## src/pmu_pkg.sv

```systemverilog
// Shared types and constants for the pheromone matrix update core.
// No dependencies; imported by the interfaces, the divider and the top level.
package pmu_pkg;

	// Matrix geometry
	localparam int MAX_CITIES = 64;
	localparam int IDX_W      = $clog2(MAX_CITIES);
	localparam int ADDR_W     = $clog2(MAX_CITIES * MAX_CITIES);
	localparam int CMP_W      = 11;  // wide enough to compare a city against up to 1024

	// Transaction field widths
	localparam int OP_W   = 2;
	localparam int CITY_W = 6;
	localparam int AMT_W  = 32;
	localparam int LVL_W  = 48;

	// Configuration port
	localparam int CFG_IDX_W  = 1;
	localparam int CFG_DATA_W = LVL_W;
	localparam logic [CFG_IDX_W-1:0] CFG_EVAP_RATE = 1'd0;
	localparam logic [CFG_IDX_W-1:0] CFG_MIN_LEVEL = 1'd1;
	localparam int RATE_W          = 16;
	localparam int RATE_RESET      = 655;
	localparam int MIN_LEVEL_RESET = 110;

	// Opcodes
	localparam logic [OP_W-1:0] OP_INIT    = 2'd0;
	localparam logic [OP_W-1:0] OP_EVAP    = 2'd1;
	localparam logic [OP_W-1:0] OP_DEPOSIT = 2'd2;
	localparam logic [OP_W-1:0] OP_READ    = 2'd3;

	// Arithmetic
	localparam logic [LVL_W-1:0] LVL_MAX = {LVL_W{1'b1}};
	localparam int RECIP_W   = 41;  // 2^40 / n needs 41 bits for n == 1
	localparam int DIV_CNT_W = $clog2(RECIP_W + 1);
	localparam int FAC_W     = RATE_W + 1;
	localparam int FAC_ONE   = 65536;
	localparam int MUL_A_W   = LVL_W / 2;
	localparam int MUL_P_W   = MUL_A_W + FAC_W;
	localparam int EVSUM_W   = MUL_P_W + MUL_A_W;

	// Divider status toward the sequencer
	typedef struct packed {
		logic busy;
		logic done;
	} div_stat_t;

endpackage

```

## src/pmu_recip_div.sv

```systemverilog
// Bit-serial restoring divider computing 2^40 / divisor, one quotient bit per cycle.
// Depends on pmu_pkg; used by pheromone_matrix_update_core.
module pmu_recip_div import pmu_pkg::*; (
	input  logic               clk,
	input  logic               arst_n,
	input  logic               start,
	input  logic [AMT_W-1:0]   divisor,
	output logic [RECIP_W-1:0] quotient,
	output div_stat_t          stat
);

	logic                 busy_q;
	logic                 done_q;
	logic [DIV_CNT_W-1:0] cnt_q;
	logic [AMT_W-1:0]     rem_q;
	logic [AMT_W-1:0]     dvs_q;
	logic [RECIP_W-1:0]   quo_q;

	logic                 bit_in;
	logic [AMT_W:0]       trial;
	logic [AMT_W+1:0]     diff;
	logic                 ge;

	// Dividend is a single one at the top bit, so only the first step shifts in a one
	assign bit_in = (cnt_q == DIV_CNT_W'(RECIP_W));
	assign trial  = {rem_q, bit_in};
	assign diff   = {1'b0, trial} - {2'b00, dvs_q};
	assign ge     = ~diff[AMT_W+1];

	// Control
	always_ff @(posedge clk or negedge arst_n) begin
		if (!arst_n) begin
			busy_q <= 1'b0;
			done_q <= 1'b0;
			cnt_q  <= '0;
		end else begin
			done_q <= busy_q && (cnt_q == DIV_CNT_W'(1));
			if (start) begin
				busy_q <= 1'b1;
				cnt_q  <= DIV_CNT_W'(RECIP_W);
			end else if (busy_q) begin
				cnt_q <= cnt_q - DIV_CNT_W'(1);
				if (cnt_q == DIV_CNT_W'(1)) begin
					busy_q <= 1'b0;
				end
			end
		end
	end

	// Datapath: partial remainder and quotient shift register
	always_ff @(posedge clk) begin
		if (start) begin
			dvs_q <= divisor;
			rem_q <= '0;
			quo_q <= '0;
		end else if (busy_q) begin
			rem_q <= ge ? diff[AMT_W-1:0] : trial[AMT_W-1:0];
			quo_q <= {quo_q[RECIP_W-2:0], ge};
		end
	end

	assign quotient  = quo_q;
	assign stat.busy = busy_q;
	assign stat.done = done_q;

endmodule

```

## config.mk

```make
export PLATFORM = sky130hd
export DESIGN_NAME = pmu_recip_div
export DESIGN_NICKNAME = d
export VERILOG_FILES = /design/src/pmu_pkg.sv /design/src/pmu_recip_div.sv
export SDC_FILE = /design/constraint.sdc
export NUM_CORES = 1
export LEC_CHECK = 0
export ABC_AREA = 1
export BUFFER_PORTS_ARGS = -buffer_cell sky130_fd_sc_hd__buf_2
export CAP_MARGIN = 15
export CORE_MARGIN = 5
export CORE_UTILIZATION = 30
export CTS_BUF_LIST = sky130_fd_sc_hd__clkbuf_8
export CTS_CLUSTER_SIZE = 16
export DETAILED_ROUTE_END_ITERATION = 12
export HOLD_SLACK_MARGIN = 0.1
export SKIP_CTS_REPAIR_TIMING = 1
export SKIP_LAST_GASP = 1
export SLEW_MARGIN = 20
export SYNTH_ARGS = -nofsm -noshare
export SYNTH_HDL_FRONTEND = slang
export SYNTH_SLANG_ARGS = --single-unit
```

## constraint.sdc

```tcl
create_clock -name clk -period 2.15 [get_ports clk]
set_clock_uncertainty 0.15 [all_clocks]
set_input_delay 0.3225 -clock clk [delete_from_list [all_inputs] [get_ports clk]]
set_output_delay 0.3225 -clock clk [all_outputs]
set_load 0.01 [all_outputs]
```

# Word level (Yosys, flattened, before mapping)
# Index checks and enable logic that the tools add are counted.
dict set report classes {
  n_addsub 2
  multipliers 0
  div_mod_pow 0
  n_lt_le_gt_ge 0
  n_eq_ne 2
  n_shift 0
  mux 6
  bitwise 1
  n_reduce_logical 2
}
# op n
set op_table {}
lappend op_table {{subtractor 33 x 32 -> 34 bit} 1}
lappend op_table {{2-to-1 mux 32 bit} 1}
lappend op_table {{2-to-1 mux 6 bit} 2}
lappend op_table {{equality test 6 x 1 -> 1 bit, second input constant} 1}
lappend op_table {{equality test 6 bit, second input constant} 1}
lappend op_table {{subtractor 6 x 1 -> 6 bit, second input constant} 1}
lappend op_table {{2-to-1 mux 1 bit} 3}
lappend op_table {{nonzero test 2 bit} 1}
lappend op_table {{logical AND 1 bit} 1}
lappend op_table {{NOT 1 bit} 1}
dict set report totals {
  ff_bits 113
  latch_bits 0
  mem_bits_rw 0
  mem_bits_ro 0
  inputBits 35
  out_inout_bits 43
  elab_cells 19
  n_memories 0
}

# Logic depth before layout (Yosys ltp)
dict set report logic_depth {
  depth_word 4
  mapped_depth 18
}

# Worst setup path before layout
# No wires, ideal clock.
dict set report synth_path {
  kind {reg-to-reg}
  start {register cnt_q[0]}
  end {register rem_q[30]}
  arrival_time_ns 2.087
  required_ns 1.886
  path_slack_ns -0.201
  stages_incl_launch_ff 18
  cell_sequence {dfrtp_1 ha_1 nand3_1 ha_1 inv_1 fa_1 nand3_1 nand3_1 nand2_1 nand2_1 nand2_1 nand2_1 nand2_1 nand2_1 nand2_1 nand2_1 nand3_1 nand2_1}
}
dict set report synth_between {
  elab_chain_cells 3
}
# item line
set synth_rtl {}
lappend synth_rtl {{start: declaration} pmu_recip_div.sv:14} ;# logic [DIV_CNT_W-1:0] cnt_q;
lappend synth_rtl {{start signal: assignment} pmu_recip_div.sv:40} ;# cnt_q <= DIV_CNT_W'(RECIP_W);
lappend synth_rtl {{start signal: assignment} pmu_recip_div.sv:42} ;# cnt_q <= cnt_q - DIV_CNT_W'(1);
lappend synth_rtl {{equality test 6 bit} pmu_recip_div.sv:25} ;# assign bit_in = (cnt_q == DIV_CNT_W'(RECIP_W));
lappend synth_rtl {{subtractor 33 x 32 -> 34 bit} pmu_recip_div.sv:27} ;# assign diff = {1'b0, trial} - {2'b00, dvs_q};
lappend synth_rtl {{2-to-1 mux 32 bit} pmu_recip_div.sv:57} ;# rem_q <= ge ? diff[AMT_W-1:0] : trial[AMT_W-1:0];
lappend synth_rtl {{end signal: assignment} pmu_recip_div.sv:57}
lappend synth_rtl {{end: declaration} pmu_recip_div.sv:15} ;# logic [AMT_W-1:0] rem_q;
# No other way between the ends.
# A chain may end at the register's enable or synchronous reset.

# Final worst setup path
dict set report layout_path {
  start {register cnt_q[1]}
  end {register rem_q[30]}
}
# The elaborated chain is that of the path after synthesis.

==> flow_metrics.py <==
metrics = {
    "setup_path": {
        "startpoint_type": "flip-flop",
        "r2r_cells": 18,
        "setup.worst_path.start": "cnt_q[1]$_DFFE_PN0P_",
        "worst_path_max_delay_cell": "dfrtp_1",
        "worst_path_dominant_cell_family": "simple AND/OR/NAND/NOR gates",
        "slowest_delay_ns": 0.36,
        "path_depth": 18,
        "rrSetupSlack_ns": -0.07,
        "worstPathArrival_ns": 2.44,
        "worstPathBufferInverterCount": 2,
        "r2r-start": "cnt_q[1]$_DFFE_PN0P_",
        "crit_chain": "inv_2 -> ha_4 -> nand3_4 -> ha_4 -> inv_2 -> fa_2 -> nand3_2 -> nand3_4 -> nand2_2 -> nand2_2 -> nand2_2 -> nand2_2 -> nand2_2 -> nand2_1 -> nand2_1 -> nand2_1 -> nand3_1 -> nand2_1",
        "endpoint_kind": "flip-flop",
        "rr_endpoint": "rem_q[30]$_SDFFE_PP0P_",
        "crit_end": "rem_q[30]$_SDFFE_PP0P_",
        "path_class": "flip-flop to flip-flop",
        "worstPathRequired_ns": 2.37,
        "critPathMaxFanout": 4,
        "cpMostUsedCell": "nand2_2",
    },
    "synthesis": {
        "yosysWarnings": 0,
        "synthCells": 962,
        "syn_avg_cell_area_um2": 6.98,
        "synth_nets": 1032,
        "synth_flop_cell": "dfxtp_1",
        "synthesis.area_um2": 6720,
        "yosysSeqAreaShare_pct": 39.0,
        "synth_cell_types": 36,
        "async_reset_ff_share_pct": 7.08,
        "ys_seq_elements": 113,
        "synthTopCellsByArea": "dfxtp_1 22%, nand2_1 16%, edfxtp_1 14%",
        "yosysTopAreaCell": "dfxtp_1",
        "synth_top_area_share_pct": 21.8,
        "synth_most_common_cell": "nand2_1",
        "synth_common_cells": "289 x nand2_1, 202 x inv_1, 89 x nand3_1, 73 x dfxtp_1, 46 x nor2_1",
        "synth-edff-count": 32,
    },
    "die": {
        "core_um2": 22000,
        "fp.dieW_um": 160,
        "dieArea_um2": 25500,
        "fp.dieH_um": 160,
        "ioPinCount": 78,
        "rows": 54,
        "start_util_pct": 30.6,
    },
    "sta": {
        "setup_tns_ns": -0.959,
        "hold_violations": 0,
        "timing.hold.ws_ns": 0.153,
        "period_minus_slack_ns": 2.22,
        "finalMaxSlewViolations": 0,
        "rsz0062_at_grt": "yes",
        "worst_pin_slew_ns": 0.658,
        "max_freq_ghz": 0.450,
        "min_period_over_period_pct": 103,
        "relSlewSlack_pct": 56.0,
        "layout_setup_ws_ns": -0.0712,
        "setup_viol": 29,
    },
    "detailed_routing": {
        "drc": 0,
        "via_per_inst": 4.65,
        "ant_nets": 0,
        "drtIter0Drc": 414,
        "drt_first_pass_iters": 5,
        "routed_wl_um": 20500,
        "routedWlPerCell_um": 14.1,
        "vias": 6793,
    },
    "cts": {
        "cts_tree": "yes",
        "clock-sinks": 113,
        "clk_path_buf_depth": 2,
        "clockRootBuffer": "clkbuf_8",
        "cts-buffers-inserted": 17,
        "clk_pin_slew_ns": 0.09,
        "htree_num_levels": 4,
        "clk_latency_ns": 0.47,
    },
    "finish": {
        "nFillCells": 2224,
        "synthToLayoutAreaGrowth_pct": 41.3,
        "nNetsFinal": 1237,
        "num_antenna_cells": 0,
        "drive_gt1_share_pct": 27.5,
    },
    "grt": {
        "grtUsageTotal_pct": 15.1,
        "antenna_found_initial": 0,
        "grt_pass1_wl_um": 31400,
        "overflow": 0,
        "grt_pass1_vias": 6357,
        "grt_max_degree": 42,
    },
    "min_path": {
        "hold_class": "primary input to flip-flop",
        "hold_start": "start",
    },
    "placement": {
        "portBuffers": 77,
        "gp_congestion": 0.918,
        "place_hpwl_um": 14500,
    },
    "power": {
        "p_leak_uw": 0.00472,
        "power_density_nw_per_um2": 514,
        "peakVddDrop_mv": 0.377,
    },
    "status": {
        "violations": "setup timing",
        "status": "finished with violations",
    },
    "run": {
        "drv_cap": 0,
    },
}
[cells in the final DEF (no fill, tap or decap), types with 8 or more instances in the layout]
cell           netlist  routed
nand2_1            289     251
inv_1              202     190
buf_4                3      85
nand3_1             89      81
buf_2                6      77
dfxtp_1             73      73
nand4_1             41      41
nor2_1              46      40
o22ai_1             40      40
nand2_2              4      36
dlygate4sd3_1        0      35
edfxtp_1            32      32
ha_4                 0      21
clkbuf_8             0      19
inv_2                3      17
a21oi_1             19      17
ha_1                34      13
xor2_1              13      12
dfrtp_1              8       8
[state kept, by name, summed over array words and instances, names as in the netlist]
| name | cells |
|---|---|
| cnt_q | 6 |
| rem_q | 32 |
| done_q | 1 |
| dvs_q | 32 |
| quotient | 41 |
| busy_q | 1 |
[kinds of logic (layout without fill, tap and decap cells)]
kind of cell	count (synthesis)	after routing	share of synthesized area, %
buf+inv	234	452	13.8
xor+xnor	15	15	1.96
compound gates	69	69	6.05
flops	113	113	39.0
fa+ha+maj	35	35	6.63
simple gates	496	496	32.5
[through the flow]
| step | utilization (%) | total power [uW] | worst slack [ns] | cells | area, um^2 |
|---|---|---|---|---|---|
| finish | 43.2 | 4870 | -0.0712 | 1460 | 9490 |
| global route | 43.2 | 5090 | -0.244 | 1460 | 9490 |
| CTS | 37.9 | 4760 | -0.180 | 1399 | 8320 |
| detailed placement | 36.3 | 2910 | -0.189 | 1367 | 7970 |
| global placement | 36.3 | 2910 | -0.144 | 1367 | 7970 |
| floorplan | - | 2660 | -0.0494 | 962 | 6750 |
[routing by layer]
layer  GRT usage (%)  vias up  routed length, um
li1                -     3467                  -
met1            18.8     3115               9220
met2            24.5      180               9440
met3            5.85       31               1470
met4            4.46        0                376
met5               0        -                  0
[layout make-up]
cell class | count | area [um^2] | area share, %
Clock buffer | 19 | 262 | 2.76
Sequential cell | 113 | 2620 | 27.6
Timing Repair Buffer | 215 | 1680 | 17.7
Multi-Input combinational cell | 615 | 3720 | 39.2
Tap cell | 280 | 350 | 3.69
Inverter | 205 | 769 | 8.11
Clock inverter | 13 | 85.1 | 0.897
[worst min-delay path by stage]
stage,endpoint,depth (start not counted)
2_1_floorplan,busy_q$_DFF_PN0_,0
3_3_place_gp,done_q$_DFF_PN0_,1
3_5_place_dp,done_q$_DFF_PN0_,1
4_1_cts,cnt_q[5]$_DFFE_PN0P_,1
5_1_grt,dvs_q[30]$_DFFE_PP_,1
6_report,dvs_q[30]$_DFFE_PP_,1
[power by group]
part / leakage [uW] / internal (uW) / switching, uW
Sequential: 0.000994 / 2260 / 28.8
Clock: 0.000190 / 855 / 992
Combinational: 0.00354 / 348 / 391
Total: 0.00472 / 3460 / 1410
Note: power is estimated with default switching activity, not from simulation.
